**config.mk**
```make
export PLATFORM = sky130hd
export DESIGN_NAME = radix_digit_converter
export DESIGN_NICKNAME = d
export VERILOG_FILES = /design/src/hdl/rdc_pkg.sv /design/src/hdl/rdc_queue.sv /design/src/hdl/rdc_divider.sv /design/src/hdl/rdc_back.sv /design/src/hdl/radix_digit_converter.sv
export VERILOG_INCLUDE_DIRS = /design/src /design/src/hdl
export SDC_FILE = /design/constraint.sdc
export NUM_CORES = 1
export LEC_CHECK = 0
export BUFFER_PORTS_ARGS = -buffer_cell sky130_fd_sc_hd__buf_2
export CORE_MARGIN = 8
export CORE_UTILIZATION = 30
export DETAILED_ROUTE_END_ITERATION = 8
export GPL_TIMING_DRIVEN = 1
export HOLD_SLACK_MARGIN = 0.12
export SYNTH_ARGS = -nofsm -noshare
export SYNTH_HDL_FRONTEND = slang
export SYNTH_HIERARCHICAL = 1
export SYNTH_SLANG_ARGS = --single-unit
```
**constraint.sdc**
```tcl
create_clock -name clk -period 18.28 [get_ports clk]
set_clock_uncertainty 0.1 [all_clocks]
set_input_delay 2.742 -clock clk [delete_from_list [all_inputs] [get_ports clk]]
set_output_delay 2.742 -clock clk [all_outputs]
set_load 0.02 [all_outputs]
```
**src/hdl/assert_macros.svh**
```systemverilog
// assertion helpers, clocked on clk and disabled while rst_n is low
`ifndef ASSERT_MACROS_SVH
`define ASSERT_MACROS_SVH
`ifndef SYNTHESIS
// expression holds at every clock edge
`define ASSERT_HOLDS(lbl, expr, msg) \
    lbl: assert property (@(posedge clk) disable iff (!rst_n) (expr)) else $error(msg);
// antecedent implies consequent in the next cycle
`define ASSERT_NEXT(lbl, ante, cons, msg) \
    lbl: assert property (@(posedge clk) disable iff (!rst_n) (ante) |=> (cons)) else $error(msg);
`else
`define ASSERT_HOLDS(lbl, expr, msg)
`define ASSERT_NEXT(lbl, ante, cons, msg)
`endif
`endif

```
**src/hdl/rdc_pkg.sv**
```systemverilog
package rdc_pkg;

    // field widths
    localparam int VALUE_WIDTH = 31;
    localparam int MAX_DIGITS  = 31;
    localparam int RADIX_W     = 5;
    localparam int DIGIT_W     = 4;
    localparam int CHAR_W      = 7;

    // divider: bits retired per cycle and derived step count
    localparam int BITS_PER_STEP = 8;
    localparam int DIV_STEPS     = (VALUE_WIDTH + BITS_PER_STEP - 1) / BITS_PER_STEP;
    localparam int PAD_W         = DIV_STEPS * BITS_PER_STEP;
    localparam int STEP_CNT_W    = $clog2(DIV_STEPS + 1);

    // digit store indexing
    localparam int IDX_W = $clog2(MAX_DIGITS);

    // input queue
    localparam int QDEPTH = 2;
    localparam int QPTR_W = (QDEPTH > 1) ? $clog2(QDEPTH) : 1;
    localparam int QCNT_W = $clog2(QDEPTH + 1);

    // radix limits
    localparam logic [RADIX_W-1:0] RADIX_MIN = 5'd2;
    localparam logic [RADIX_W-1:0] RADIX_MAX = 5'd16;

    // character codes
    localparam logic [CHAR_W-1:0]  ASCII_ZERO        = 7'd48;
    localparam logic [CHAR_W-1:0]  ASCII_LETTER_BASE = 7'd55;
    localparam logic [DIGIT_W-1:0] DECIMAL_LIMIT     = 4'd10;

    // one conversion request
    typedef struct packed {
        logic [VALUE_WIDTH-1:0] value;
        logic [RADIX_W-1:0]     radix;
    } job_t;

    // queue head as seen by the back end
    typedef struct packed {
        logic valid;
        job_t job;
    } q_stat_t;

    // back end status toward the queue
    typedef struct packed {
        logic pop;
        logic busy;
    } bk_stat_t;

    // divider start request
    typedef struct packed {
        logic                   start;
        logic [VALUE_WIDTH-1:0] dividend;
        logic [RADIX_W-1:0]     radix;
    } div_req_t;

    // divider result, valid while done is high
    typedef struct packed {
        logic                   done;
        logic [VALUE_WIDTH-1:0] quot;
        logic [DIGIT_W-1:0]     rem;
    } div_rsp_t;

    // back end sequencer states
    typedef enum logic [2:0] {
        ST_IDLE = 3'b001,
        ST_DIV  = 3'b010,
        ST_EMIT = 3'b100
    } bk_state_t;

    // digit value to ascii character
    function automatic logic [CHAR_W-1:0] ascii_of(input logic [DIGIT_W-1:0] d);
        logic [CHAR_W-1:0] dx;
        dx = {{(CHAR_W - DIGIT_W){1'b0}}, d};
        if (d < DECIMAL_LIMIT)
            return ASCII_ZERO + dx;
        return ASCII_LETTER_BASE + dx;
    endfunction

    // force radix into the supported range
    function automatic logic [RADIX_W-1:0] clamp_radix(input logic [RADIX_W-1:0] r);
        if (r < RADIX_MIN)
            return RADIX_MIN;
        if (r > RADIX_MAX)
            return RADIX_MAX;
        return r;
    endfunction

endpackage

```
**src/hdl/rdc_queue.sv**
```systemverilog
module rdc_queue (
    input  logic                          clk,
    input  logic                          rst_n,
    input  logic [rdc_pkg::VALUE_WIDTH-1:0] value,
    input  logic [rdc_pkg::RADIX_W-1:0]     radix,
    input  logic                          in_valid,
    output logic                          in_stall,
    input  logic                          pop,
    output rdc_pkg::q_stat_t              q
);
    import rdc_pkg::*;

    job_t              mem_reg [QDEPTH];
    logic [QPTR_W-1:0] wr_ptr_reg, wr_ptr_next;
    logic [QPTR_W-1:0] rd_ptr_reg, rd_ptr_next;
    logic [QCNT_W-1:0] cnt_reg, cnt_next;
    logic              push;
    job_t              job_in;

    // accept while there is room
    assign in_stall = (cnt_reg == QCNT_W'(QDEPTH));
    assign push     = in_valid && !in_stall;

    // classify: radix clamped on entry
    always_comb
    begin
        job_in.value = value;
        job_in.radix = clamp_radix(radix);
    end

    // pointer and fill count update
    always_comb
    begin
        wr_ptr_next = wr_ptr_reg;
        rd_ptr_next = rd_ptr_reg;
        cnt_next    = cnt_reg;
        if (push)
            wr_ptr_next = (wr_ptr_reg == QPTR_W'(QDEPTH - 1)) ? '0 : wr_ptr_reg + 1'b1;
        if (pop)
            rd_ptr_next = (rd_ptr_reg == QPTR_W'(QDEPTH - 1)) ? '0 : rd_ptr_reg + 1'b1;
        if (push && !pop)
            cnt_next = cnt_reg + 1'b1;
        else if (pop && !push)
            cnt_next = cnt_reg - 1'b1;
    end

    always_ff @(posedge clk or negedge rst_n)
    begin
        if (!rst_n)
        begin
            wr_ptr_reg <= '0;
            rd_ptr_reg <= '0;
            cnt_reg    <= '0;
        end
        else
        begin
            wr_ptr_reg <= wr_ptr_next;
            rd_ptr_reg <= rd_ptr_next;
            cnt_reg    <= cnt_next;
        end
    end

    // entry storage
    always_ff @(posedge clk)
    begin
        if (push)
            mem_reg[wr_ptr_reg] <= job_in;
    end

    // queue head
    assign q.valid = (cnt_reg != '0);
    assign q.job   = mem_reg[rd_ptr_reg];

endmodule

```
**src/hdl/rdc_divider.sv**
```systemverilog
module rdc_divider (
    input  logic              clk,
    input  logic              rst_n,
    input  rdc_pkg::div_req_t req,
    output rdc_pkg::div_rsp_t rsp
);
    import rdc_pkg::*;

    logic [PAD_W-1:0]      sh_reg, sh_next;
    logic [DIGIT_W-1:0]    rem_reg, rem_next;
    logic [RADIX_W-1:0]    radix_reg, radix_next;
    logic [STEP_CNT_W-1:0] cnt_reg, cnt_next;
    logic                  busy_reg, busy_next;
    logic [PAD_W-1:0]      sh_step;
    logic [DIGIT_W-1:0]    rem_step;
    logic [DIGIT_W:0]      part;

    // restoring division, a few bits per cycle; quotient shifts in at the bottom
    always_comb
    begin
        sh_step  = sh_reg;
        rem_step = rem_reg;
        part     = '0;
        for (int i = 0; i < BITS_PER_STEP; i++)
        begin
            part    = {rem_step, sh_step[PAD_W-1]};
            sh_step = {sh_step[PAD_W-2:0], 1'b0};
            if (part >= (DIGIT_W+1)'(radix_reg))
            begin
                part       = part - (DIGIT_W+1)'(radix_reg);
                sh_step[0] = 1'b1;
            end
            rem_step = part[DIGIT_W-1:0];
        end
    end

    // iteration control
    always_comb
    begin
        sh_next    = sh_reg;
        rem_next   = rem_reg;
        radix_next = radix_reg;
        cnt_next   = cnt_reg;
        busy_next  = busy_reg;
        if (req.start)
        begin
            sh_next    = PAD_W'(req.dividend);
            rem_next   = '0;
            radix_next = req.radix;
            cnt_next   = STEP_CNT_W'(DIV_STEPS);
            busy_next  = 1'b1;
        end
        else if (busy_reg)
        begin
            sh_next   = sh_step;
            rem_next  = rem_step;
            cnt_next  = cnt_reg - 1'b1;
            busy_next = (cnt_reg != STEP_CNT_W'(1));
        end
    end

    always_ff @(posedge clk or negedge rst_n)
    begin
        if (!rst_n)
        begin
            cnt_reg  <= '0;
            busy_reg <= 1'b0;
        end
        else
        begin
            cnt_reg  <= cnt_next;
            busy_reg <= busy_next;
        end
    end

    always_ff @(posedge clk)
    begin
        sh_reg    <= sh_next;
        rem_reg   <= rem_next;
        radix_reg <= radix_next;
    end

    // result on the final step
    assign rsp.done = busy_reg && (cnt_reg == STEP_CNT_W'(1));
    assign rsp.quot = sh_step[VALUE_WIDTH-1:0];
    assign rsp.rem  = rem_step;

endmodule

```
**src/hdl/rdc_back.sv**
```systemverilog
module rdc_back (
    input  logic                        clk,
    input  logic                        rst_n,
    input  rdc_pkg::q_stat_t            q,
    output rdc_pkg::bk_stat_t           stat,
    output logic [rdc_pkg::CHAR_W-1:0]  digit_char,
    output logic                        last_digit,
    output logic                        out_valid,
    input  logic                        out_stall
);
    import rdc_pkg::*;

    bk_state_t          state_reg, state_next;
    logic [IDX_W-1:0]   n_reg, n_next;
    logic [IDX_W-1:0]   idx_reg, idx_next;
    logic [RADIX_W-1:0] radix_reg, radix_next;
    logic               out_valid_reg, out_valid_next;
    logic [CHAR_W-1:0]  char_reg, char_next;
    logic               last_reg, last_next;
    logic [DIGIT_W-1:0] store_reg [MAX_DIGITS];
    logic               wr_en;
    logic               pop;
    div_req_t           req;
    div_rsp_t           rsp;

    rdc_divider u_div (
        .clk   (clk),
        .rst_n (rst_n),
        .req   (req),
        .rsp   (rsp)
    );

    // sequencer: take a job, divide digit by digit, then send digits out
    always_comb
    begin
        state_next     = state_reg;
        n_next         = n_reg;
        idx_next       = idx_reg;
        radix_next     = radix_reg;
        out_valid_next = out_valid_reg && out_stall;
        char_next      = char_reg;
        last_next      = last_reg;
        wr_en          = 1'b0;
        pop            = 1'b0;
        req.start      = 1'b0;
        req.dividend   = rsp.quot;
        req.radix      = radix_reg;
        unique case (state_reg)
            ST_IDLE:
            begin
                if (q.valid)
                begin
                    pop          = 1'b1;
                    req.start    = 1'b1;
                    req.dividend = q.job.value;
                    req.radix    = q.job.radix;
                    radix_next   = q.job.radix;
                    n_next       = '0;
                    state_next   = ST_DIV;
                end
            end
            ST_DIV:
            begin
                if (rsp.done)
                begin
                    wr_en = 1'b1;
                    if (rsp.quot == '0 || n_reg == IDX_W'(MAX_DIGITS - 1))
                    begin
                        idx_next   = n_reg;
                        state_next = ST_EMIT;
                    end
                    else
                    begin
                        req.start = 1'b1;
                        n_next    = n_reg + 1'b1;
                    end
                end
            end
            ST_EMIT:
            begin
                if (!out_valid_reg || !out_stall)
                begin
                    out_valid_next = 1'b1;
                    char_next      = ascii_of(store_reg[idx_reg]);
                    last_next      = (idx_reg == '0);
                    if (idx_reg == '0)
                        state_next = ST_IDLE;
                    else
                        idx_next = idx_reg - 1'b1;
                end
            end
            default:
            begin
                state_next = ST_IDLE;
            end
        endcase
    end

    always_ff @(posedge clk or negedge rst_n)
    begin
        if (!rst_n)
        begin
            state_reg     <= ST_IDLE;
            n_reg         <= '0;
            idx_reg       <= '0;
            out_valid_reg <= 1'b0;
        end
        else
        begin
            state_reg     <= state_next;
            n_reg         <= n_next;
            idx_reg       <= idx_next;
            out_valid_reg <= out_valid_next;
        end
    end

    // payload registers and digit store
    always_ff @(posedge clk)
    begin
        radix_reg <= radix_next;
        char_reg  <= char_next;
        last_reg  <= last_next;
        if (wr_en)
            store_reg[n_reg] <= rsp.rem;
    end

    assign stat.pop   = pop;
    assign stat.busy  = (state_reg != ST_IDLE);
    assign digit_char = char_reg;
    assign last_digit = last_reg;
    assign out_valid  = out_valid_reg;

endmodule

```
**src/hdl/radix_digit_converter.sv**
```systemverilog
// radix_digit_converter: integer to radix string
//
// input channel: value (31 bits) and radix, transfer when in_valid is high
// and in_stall is low. radix below 2 counts as 2, above 16 as 16.
// output channel: one transfer per digit, digit_char is the ascii character
// '0'-'9' or 'A'-'F', most significant first; last_digit marks the final one.
// a value of zero gives the single character '0'.
// a two-entry queue takes items while the back end works, so in_stall rises
// only when both entries are taken.
// for an item of d digits the back end takes it from the queue, divides
// once per digit (the divider retires 8 quotient bits per cycle), then sends
// the characters, one per cycle when out_stall stays low. the back end works
// on one item at a time, from taking it to sending its last character (d up
// to 31 in radix 2). while out_stall is high the output register holds its
// character and the back end holds off its next character. reset clears the
// queue, sequencer and output valid; no clearing pass is needed, the block
// takes items right after reset.
`include "assert_macros.svh"

module radix_digit_converter (
    input  logic                            clk,
    input  logic                            rst_n,
    input  logic [rdc_pkg::VALUE_WIDTH-1:0] value,
    input  logic [rdc_pkg::RADIX_W-1:0]     radix,
    input  logic                            in_valid,
    output logic                            in_stall,
    output logic [rdc_pkg::CHAR_W-1:0]      digit_char,
    output logic                            last_digit,
    output logic                            out_valid,
    input  logic                            out_stall
);
    import rdc_pkg::*;

    q_stat_t  q;
    bk_stat_t stat;

    // front: accept, clamp and queue
    rdc_queue u_queue (
        .clk      (clk),
        .rst_n    (rst_n),
        .value    (value),
        .radix    (radix),
        .in_valid (in_valid),
        .in_stall (in_stall),
        .pop      (stat.pop),
        .q        (q)
    );

    // back: digit division and character output
    rdc_back u_back (
        .clk        (clk),
        .rst_n      (rst_n),
        .q          (q),
        .stat       (stat),
        .digit_char (digit_char),
        .last_digit (last_digit),
        .out_valid  (out_valid),
        .out_stall  (out_stall)
    );

    // checks
    `ASSERT_HOLDS(a_pop_nonempty, !stat.pop || q.valid, "back end popped an empty queue")
    `ASSERT_NEXT(a_push_queued, in_valid && !in_stall, q.valid, "accepted item not queued")
    `ASSERT_NEXT(a_out_hold, out_valid && out_stall, out_valid, "stalled output dropped")

endmodule
```
* Word level (Yosys, flattened, before mapping)
Memories as Yosys holds them, arrays and structs flattened. Index checks and enable logic that the tools add are counted.
Operators by class: order comparisons 11, equality and inequality tests 14, add/sub/neg operators 17, reduce and logical (&&, ||, !) cells 24, multiplexer cells 68
Operators by type and width (count):
- $mux W31 | 2
- $mux W5 | 11
- $ge A5 B5 Y1 | 8
- $mux W37 | 1
- $mux W36 | 1
- $mux W4 | 8
- $sub A4 B4 Y4 | 8
- $logic_not A31 Y1 | 1
- $mux W1 | 30
- $mux W3 | 7
- $pmux W5 S2 | 2
- $add A6 B4 Y7 const A | 2
- $mux W7 | 2
- $reduce_and A5 Y1 | 2
- $reduce_bool A2 Y1 | 5
- $pmux W3 S3 | 1
- $ne A2 B1 Y1 const B | 4
- $eq A3 B1 Y1 const B | 2
- $ne A2 B2 Y1 const B | 3
- $add A5 B1 Y5 const B | 1
- $eq A5 B5 Y1 const B | 1
- $gt A5 B5 Y1 const B | 1
- $logic_and A1 B1 Y1 | 5
- $logic_not A1 Y1 | 5
- 17 further kinds | 21
Word-level totals: memories 2, logic and storage cells 152, memory bits (writable) 196, input port bits 40, register bits 76
Memories:
- u_back.store_reg | words 31, bits a word 4, read ports 1, clocked after memory_dff 0, wr ports 1, line rdc_back.sv:20 | logic [DIGIT_W-1:0] store_reg [MAX_DIGITS];
- u_queue.mem_reg | words 2, bits a word 36, read ports 1, clocked after memory_dff 0, wr ports 1, line rdc_queue.sv:13 | job_t mem_reg [QDEPTH];

* Depth between registers and ports, before layout
Gate-level depths: netlist (run 1).
depth in word-level cells 22, depth in mapped cells 59

* Hierarchy
The synthesis (run 1) kept the hierarchy.
By module, submodules not included:
- rdc_back | seq. area each 4465.5 sq um, cells each 430, instances 1, area each 6765.2 sq um
- rdc_divider | seq. area each 1281.2 sq um, cells each 380, instances 1, area each 3853.7 sq um
- rdc_queue | seq. area each 2262.2 sq um, cells each 139, instances 1, area each 2985.4 sq um

* Worst setup path before layout (run 1)
No wires, ideal clock.
path type register to register, start register u_back.u_div.radix_reg[1], end register u_back.u_div.sh_reg[0] (enable), required time 17.709 ns, arrival time 12.994 ns, period minus slack after synthesis 13.565 ns, setup slack 4.715 ns, stages on the path, launching flop included 56, cell sequence edfxtp_1 > inv_1 > ha_1 > nor2b_1 > o31a_1 > o31a_1 > nor2_1 > mux2_2 > ha_1 > and4_1 > nor3_1 > a21o_1 > nor2_1 > or2_2 > ha_1 > o21ai_0 > a21oi_1 > o22a_1 > [... 20 more ...] > inv_1 > a211o_1 > o221ai_2 > ha_1 > and2_1 > a221oi_1 > inv_1 > mux2i_1 > ha_1 > a31oi_1 > o21ai_1 > nor4_1 > nand4_1 > o211ai_1 > nand2b_1 > clkinv_1 > clkbuf_1 > nand2_1
RTL lines:
- start: declaration | line rdc_divider.sv:11 | logic [RADIX_W-1:0] radix_reg, radix_next;
- start signal: assignment | line rdc_divider.sv:80 | radix_reg <= radix_next;
- end signal: assignment | line rdc_divider.sv:78 | sh_reg <= sh_next;
- end: declaration | line rdc_divider.sv:9 | logic [PAD_W-1:0] sh_reg, sh_next;

==> impl_metrics.ini, run 1 <==
[timing]
setup_viol = 0
slew_headroom_pct = 25.4
fmax_ghz = 0.0629
min_period_ps = 15890
finalHoldViolCount = 0
final-max-slew-violation-count = 0
tns_ps = 0
tightest_slew_ps = 1120
post-route-period-util_pct = 86.9
rsz0062_at_grt = false

[setup_path]
end_kind = register
critical_path_required_ps = 18440
timing.rr.start = u_back/u_div/radix_reg[1]
cp-start-kind = register
crit_family = compound AO/OA/AOI/OAI gates
critPathMaxFanout = 23
r2r_slack_ps = 2390
crit_top_cell = ha_1
cp_num_buf_inv = 5
critical_path_class = reg2reg
critPathSlowestCell = nand2_1
max_stage_delay_ps = 910
reg2reg_depth = 54
rr_endpoint = u_back/u_div/sh_reg[5]
crit_arrival_ps = 16060

[run_status]
status = finished, final reports clean

[global_routing]
gr-total-overflow = 0
grt_pass1_wl_um = 44000
grt_start_max_net_pins = 50
grt_use_total_pct = 10.4
antenna_found_initial = 0
grt_pass1_vias = 7838

[clocking]
cts_resized = 0
cts_max_level = 1
post_cts_buffers = 0
clock-root-buffer = clkbuf_16
clkLatencyLatePin_ps = 570
cts.sinks = 272
cts_buffer_depth = 3
cts_made_buffers = 29
cts.clk_slew.worst_paths_ps = 60
ctsHoldBuffers = 0
cts_tree = done

[synth]
syn-instance-count = 948
synthesis.nets = 1046
synth_warnings = 6
syn_area_per_cell_um2 = 14.3
syn_area_mm2 = 0.0136

[layout]
nets = 1077
diodes = 0
drive_above_1_share_pct = 25.5
largest_reg_flops = 124
areaGrowthSynthToFinish_pct = 11.7

[route]
wire_per_inst_um = 17.5
first_pass_iters = 5
drtIter0Drc = 498
ant_nets = 0
wl_um = 28000
vias_per_cell = 4.76
drc = 0
dr_total_vias = 7625

[min_path]
min_to = u_queue/cnt_reg[1]
min_path_type = reg2reg
min_path_cells = 1
min_from = u_queue/cnt_reg[1]

[die]
fp-row-count = 78
die_w_um = 229
num_io_pins = 50
die_y_um = 229
dieArea_mm2 = 0.0524
start_util_pct = 30.2
core_area_mm2 = 0.0451

[flow_run]
maxCapViolCount = 0

[placed_design]
gp_congestion = 0.865
numPortBuffers = 49
place_hpwl_um = 18900
-- cell type report --
cell class,count,area [um^2]
fillers,4419,29900
repair buffers,58,313
multi-input cells,575,5050
clock inverters,13,103
well taps,600,751
inverters,43,161
flip-flops and latches,272,8010
clock buffers,41,811
-- metrics by stage --
stage	worst slack (ps)	cell area, um^2	utilization [%]	hold slack (ps)	std cells
2_1_floorplan	4710	13600	-	356	948
4_1_cts	2310	15200	33.7	390	1602
3_3_place_gp	2940	14300	31.7	375	1548
6_report	2390	15200	33.7	391	1602
5_1_grt	924	15200	33.7	421	1602
3_5_place_dp	2330	14300	31.7	383	1548
-- placed cells by master (no fill, tap or decap), types with 9 or more instances in the layout --
master / n
nor2_1: 77
mux2i_1: 16
clkinv_1: 9
buf_2: 49
edfxtp_1: 245
clkbuf_16: 29
o21ai_0: 19
nand2_1: 44
ha_1: 50
buf_4: 9
dfrtp_1: 19
a21oi_1: 31
nor3_1: 13
inv_1: 42
mux4_2: 29
mux2_4: 29
mux2_2: 79
o21a_1: 10
a21o_1: 11
xnor2_1: 13
nand2b_1: 10
-- per-layer routing --
metal	vias up	GRT usage (%)	part of all wire [%]
met5	-	0	0
met4	0	3.07	2.5
met3	46	2.05	4.9
met2	205	17.4	47
met1	3732	13.6	45
li1	3642	-	-
-- worst reg2reg max path: cells and delay by family (launching register included) --
| kind | cells | cell delay [ps] |
|---|---|---|
| AOI/OAI and AO/OA | 22 | 5830 |
| and+or+nand+nor | 16 | 3730 |
| adders and majority gates | 8 | 2560 |
| buffers and inverters | 5 | 1610 |
| muxes | 3 | 1100 |
| DFF | 1 | 670 |
-- worst max path at each step --
stage                                         start                       to  slack, ps  cells after the start
final                     u_back/u_div/radix_reg[1]   u_back/u_div/sh_reg[5]       2390                     54
after global routing      u_back/u_div/radix_reg[1]  u_back/u_div/sh_reg[16]        920                     54
after CTS                 u_back/u_div/radix_reg[1]  u_back/u_div/sh_reg[16]       2310                     54
after detailed placement  u_back/u_div/radix_reg[1]   u_back/u_div/sh_reg[3]       2330                     54
after global placement    u_back/u_div/radix_reg[1]  u_back/u_div/sh_reg[16]       2940                     54
after floorplan           u_back/u_div/radix_reg[1]   u_back/u_div/sh_reg[0]       4710                     55
Power of run 1 is left out: the tool's default activity adds up to more than one toggle a clock period on the data nets, which glitch-free logic cannot reach.
==> run 2: changes to the inputs <==
--- a/config.mk
+++ b/config.mk
@@ -6,10 +6,10 @@
 export SDC_FILE = /design/constraint.sdc
 export NUM_CORES = 1
 export LEC_CHECK = 0
-export BUFFER_PORTS_ARGS = -buffer_cell sky130_fd_sc_hd__buf_2
 export CORE_MARGIN = 8
 export CORE_UTILIZATION = 30
 export DETAILED_ROUTE_END_ITERATION = 8
+export DONT_BUFFER_PORTS = 1
 export GPL_TIMING_DRIVEN = 1
 export HOLD_SLACK_MARGIN = 0.12
 export SYNTH_ARGS = -nofsm -noshare
==> run 2 against run 1 <==
First-iteration DRC count rose by 0.40%. Clock-buffer cell count fell by 2. Die area did not move. Routed wire length fell by 0.84%. Final cell count fell by 3.4%. Critical path depth did not move. Via count fell by 1.0%. Global-route usage fell by 0.084 points. Cell area fell by 1.7%. Hold slack got worse by 4.8 ps. Register-to-register slack got worse by 700 ps.
==> impl_metrics.ini, run 2 (synthesized netlist as in run 1, its figures left out) <==
[route]
first_pass_iters = 5
met1_length_um = 12300
wl_um = 27800
drtIter0Drc = 500
wl_met3_um = 1430
wire_per_inst_um = 17.9
top_layer = met5
drc = 0
vias_per_cell = 4.88
dr_wl_met2_um = 13300
ant_nets = 0
dr_total_vias = 7545

[clocking]
cts_made_buffers = 29
cts_max_level = 1
clkLatencyLatePin_ps = 560
cts.clk_slew.worst_paths_ps = 70
cts_resized = 0
ctsHoldBuffers = 0
cts.sinks = 272
post_cts_buffers = 0
clock-root-buffer = clkbuf_16
cts_tree = done
cts_buffer_depth = 3

[die]
core_area_mm2 = 0.0451
die_w_um = 229
die_y_um = 229
fp-row-count = 78
num_io_pins = 50
dieArea_mm2 = 0.0524
start_util_pct = 30.2

[timing]
tns_ps = 0
tightest_slew_ps = 1230
fmax_ghz = 0.0603
min_period_ps = 16590
slew_headroom_pct = 18.2
post-route-period-util_pct = 90.8
final-max-slew-violation-count = 0
setup_viol = 0
finalHoldViolCount = 0
rsz0062_at_grt = false

[placed_design]
gp_congestion = 0.849
numPortBuffers = 0
place_hpwl_um = 18700

[setup_path]
crit_top_cell = ha_1
critPathSlowestCell = nand2b_2
reg2reg_depth = 54
critical_path_class = reg2reg
max_stage_delay_ps = 770
critPathCapture = u_back/u_div/sh_reg[25]
rr_endpoint = u_back/u_div/sh_reg[25]
critPathMaxFanout = 37
cp-startpoint = u_back/u_div/radix_reg[1]
timing.rr.start = u_back/u_div/radix_reg[1]
crit_arrival_ps = 16730
r2r_slack_ps = 1690
critical_path_required_ps = 18410
end_kind = register
cp-start-kind = register

[global_routing]
grt_start_max_net_pins = 50
grt_pass1_vias = 7712
antenna_found_initial = 1
gr-total-overflow = 0
grt_pass1_wl_um = 44000
grt_use_total_pct = 10.4

[run_status]
status = finished, final reports clean

[layout]
drive_above_1_share_pct = 21.4
nets = 1026
diodes = 0
areaGrowthSynthToFinish_pct = 9.86
final_cell_mix = 245 x edfxtp_1, 79 x mux2_2, 77 x nor2_1
largest_reg_flops = 124
layout_commonest_cell = edfxtp_1

[flow_run]
maxCapViolCount = 0

[min_path]
min_path_type = reg2reg
-- run 2: changes by cell type in the layout (fill, tap and decap cells not counted), sizes merged --
cell,change
buf,-51
clkinv,-4
bufinv,+3
clkbuf,-2
inv,-1
-- run 2: worst max-delay path: cells and delay by family, from the launching register on --
kind	cells	cell delay [ps]
buffers and inverters	5	1840
flip-flops	1	680
adder cells (fa/ha/maj)	8	2580
AO/OA/AOI/OAI	20	5350
multiplexers	3	1100
AND/OR/NAND/NOR	18	4590
-- run 2: worst min path at each step --
stage	startpoint	to	slack, ps	cells past startpoint
floorplan	u_queue/cnt_reg[1]	u_queue/cnt_reg[1]	360	1
global placement	u_queue/cnt_reg[1]	u_queue/cnt_reg[1]	380	1
detailed placement	u_queue/cnt_reg[1]	u_queue/cnt_reg[1]	370	1
CTS	u_queue/cnt_reg[1]	u_queue/cnt_reg[1]	390	1
global route	u_queue/cnt_reg[1]	u_queue/cnt_reg[1]	420	1
finish	u_queue/cnt_reg[1]	u_queue/cnt_reg[1]	390	1
-- run 2: per-layer routing --
| metal | vias up | GRT usage, % |
|---|---|---|
| li1 | 3543 | - |
| met1 | 3773 | 13.7 |
| met2 | 177 | 16.9 |
| met3 | 50 | 2.21 |
| met4 | 2 | 2.93 |
| met5 | - | 0 |
-- run 2: layout make-up --
cell class                      count  area [um^2]
Timing Repair Buffer                7         52.6
Multi-Input combinational cell    575         5050
Inverter                           43          161
Tap cell                          600          751
Fill cell                        4397        30100
Sequential cell                   272         8010
Clock inverter                     11          154
Clock buffer                       39          763
-- run 2: through the flow --
step / instances / util (%) / cell area [um^2] / setup slack, ps / hold slack, ps
final: 1547 / 33.1 / 14900 / 1690 / 386
after global routing: 1547 / 33.1 / 14900 / 168 / 420
after CTS: 1547 / 33.1 / 14900 / 1660 / 389
after detailed placement: 1497 / 31.1 / 14000 / 1690 / 375
after global placement: 1497 / 31.1 / 14000 / 2200 / 375
after floorplan: 948 / - / 13600 / 4710 / 356
Power of run 2 is left out for the same reason.
==> run 3: changes to the inputs <==
--- a/config.mk
+++ b/config.mk
@@ -7,7 +7,7 @@
 export NUM_CORES = 1
 export LEC_CHECK = 0
 export CORE_MARGIN = 8
-export CORE_UTILIZATION = 30
+export CORE_UTILIZATION = 31
 export DETAILED_ROUTE_END_ITERATION = 8
 export DONT_BUFFER_PORTS = 1
 export GPL_TIMING_DRIVEN = 1
==> run 3 against run 2 <==
Maximum frequency increased by 7.4%. Global-route usage up 0.13 points. Clock-buffer cell count up 4. Hold slack improved by 11 ps. Sequential share of layout area is essentially flat. Largest cell class unchanged. Critical endpoint is now u_back/u_div/sh_reg[12]. Non-clock buffer count up 2.
==> impl_metrics.ini, run 3 (synthesized netlist as in run 1, its figures left out) <==
[run_status]
status = finished, final reports clean

[min_path]
min_path_cells = 1
min_to = u_queue/cnt_reg[1]
min_path_type = reg2reg
min_from = u_queue/cnt_reg[1]

[timing]
rsz0062_at_grt = false
tightest_slew_ps = 1070
min_period_ps = 15440
setup_viol = 0
finalHoldViolCount = 0
slew_headroom_pct = 28.5
post-route-period-util_pct = 84.5
final-max-slew-violation-count = 0
holdWs_ps = 397
fmax_ghz = 0.0648
tns_ps = 0

[clocking]
cts_buffer_depth = 3
ctsHoldBuffers = 0
post_cts_buffers = 0
cts_made_buffers = 29
clock-root-buffer = clkbuf_16
cts_resized = 0
cts_max_level = 1
cts.clk_slew.worst_paths_ps = 60
cts_tree = done
cts.sinks = 272
clkLatencyLatePin_ps = 560

[setup_path]
crit_top_cell = ha_1
reg2reg_depth = 54
critPathSlowestCell = edfxtp_1
crit_family = compound AO/OA/AOI/OAI gates
timing.rr.start = u_back/u_div/radix_reg[1]
max_stage_delay_ps = 680
critical_path_required_ps = 18380
cp-start-kind = register
critPathMaxFanout = 31
end_kind = register
rr_endpoint = u_back/u_div/sh_reg[12]
r2r_slack_ps = 2840
crit_arrival_ps = 15540
cp_num_buf_inv = 5
critical_path_class = reg2reg

[global_routing]
gr-total-overflow = 0
grt_pass1_wl_um = 42400
grt_start_max_net_pins = 50
antenna_found_initial = 0
grt_pass1_vias = 7434
grt_use_total_pct = 10.5

[layout]
seq_area_mm2 = 0.00801
areaGrowthSynthToFinish_pct = 9.94
layout_commonest_cell = edfxtp_1
largest_reg_flops = 124
final_cell_mix = 245 x edfxtp_1, 79 x mux2_2, 77 x nor2_1
multi_input_area_mm2 = 0.00505
n_fill_cell = 4174
nets = 1028
diodes = 0
drive_above_1_share_pct = 22.1

[die]
num_io_pins = 50
dieArea_mm2 = 0.0508
die_w_um = 225
core_area_mm2 = 0.0432
start_util_pct = 31.5
fp-row-count = 76
die_y_um = 225

[route]
dr_total_vias = 7493
first_pass_iters = 5
drc = 0
ant_nets = 0
wire_per_inst_um = 17.7
drtIter0Drc = 459
wl_um = 27300
vias_per_cell = 4.87

[placed_design]
place_hpwl_um = 18200
numPortBuffers = 0
gp_congestion = 0.837

[flow_run]
maxCapViolCount = 0
-- run 3: changes by cell type in the layout (fill, tap and decap cells not counted) --
cell	change
clkinvlp_4	+2
clkinv_2	+3
clkinv_1	-3
bufinv_16	-2
clkbuf_8	+3
inv_6	-1
buf_4	+2
inv_16	+1
clkbuf_1	+1
-- run 3: how the worst max path moves through the flow --
| stage | start | end | slack, ps | cells past startpoint |
|---|---|---|---|---|
| after floorplan | u_back/u_div/radix_reg[1] | u_back/u_div/sh_reg[0] | 4710 | 55 |
| after global placement | u_back/u_div/radix_reg[1] | u_back/u_div/sh_reg[9] | 3680 | 54 |
| after detailed placement | u_back/u_div/radix_reg[1] | u_back/u_div/sh_reg[26] | 3080 | 54 |
| after CTS | u_back/u_div/radix_reg[1] | u_back/u_div/sh_reg[14] | 3010 | 54 |
| after global routing | u_back/u_div/radix_reg[1] | u_back/u_div/sh_reg[27] | 1710 | 54 |
| final | u_back/u_div/radix_reg[1] | u_back/u_div/sh_reg[12] | 2840 | 54 |
-- run 3: cell type report --
type	count	share of cell area [%]
clock buffers	43	5.41
inverters	43	1.08
flip-flops and latches	272	53.6
repair buffers	9	0.452
well taps	585	4.89
clock inverters	11	0.828
multi-input cells	575	33.8
-- run 3: per-layer routing --
layer	vias up	part of all wire [%]	global-route usage, %
met5	-	0	0
met4	0	1.7	2.35
met3	28	6.1	2.13
met2	189	48	17.2
met1	3736	45	14.2
li1	3540	-	-
-- run 3: per-stage QoR --
stage / setup WS, ps / cells / cell area [um^2] / utilization (%)
CTS: 3010 / 1538 / 15000 / 34.6
floorplan: 4710 / 948 / 13600 / -
global placement: 3680 / 1484 / 14000 / 32.5
detailed placement: 3080 / 1484 / 14000 / 32.5
finish: 2840 / 1538 / 15000 / 34.6
global route: 1710 / 1538 / 15000 / 34.6
-- run 3: worst register-to-register path: cells and delay by family (launching register included) --
kind                       cells  cell delay, ps
buffers and inverters          5            1650
DFF                            1             680
adders and majority gates      8            2560
and+or+nand+nor               16            3120
AOI/OAI and AO/OA             22            5850
muxes                          3            1110
Power of run 3 is left out for the same reason.
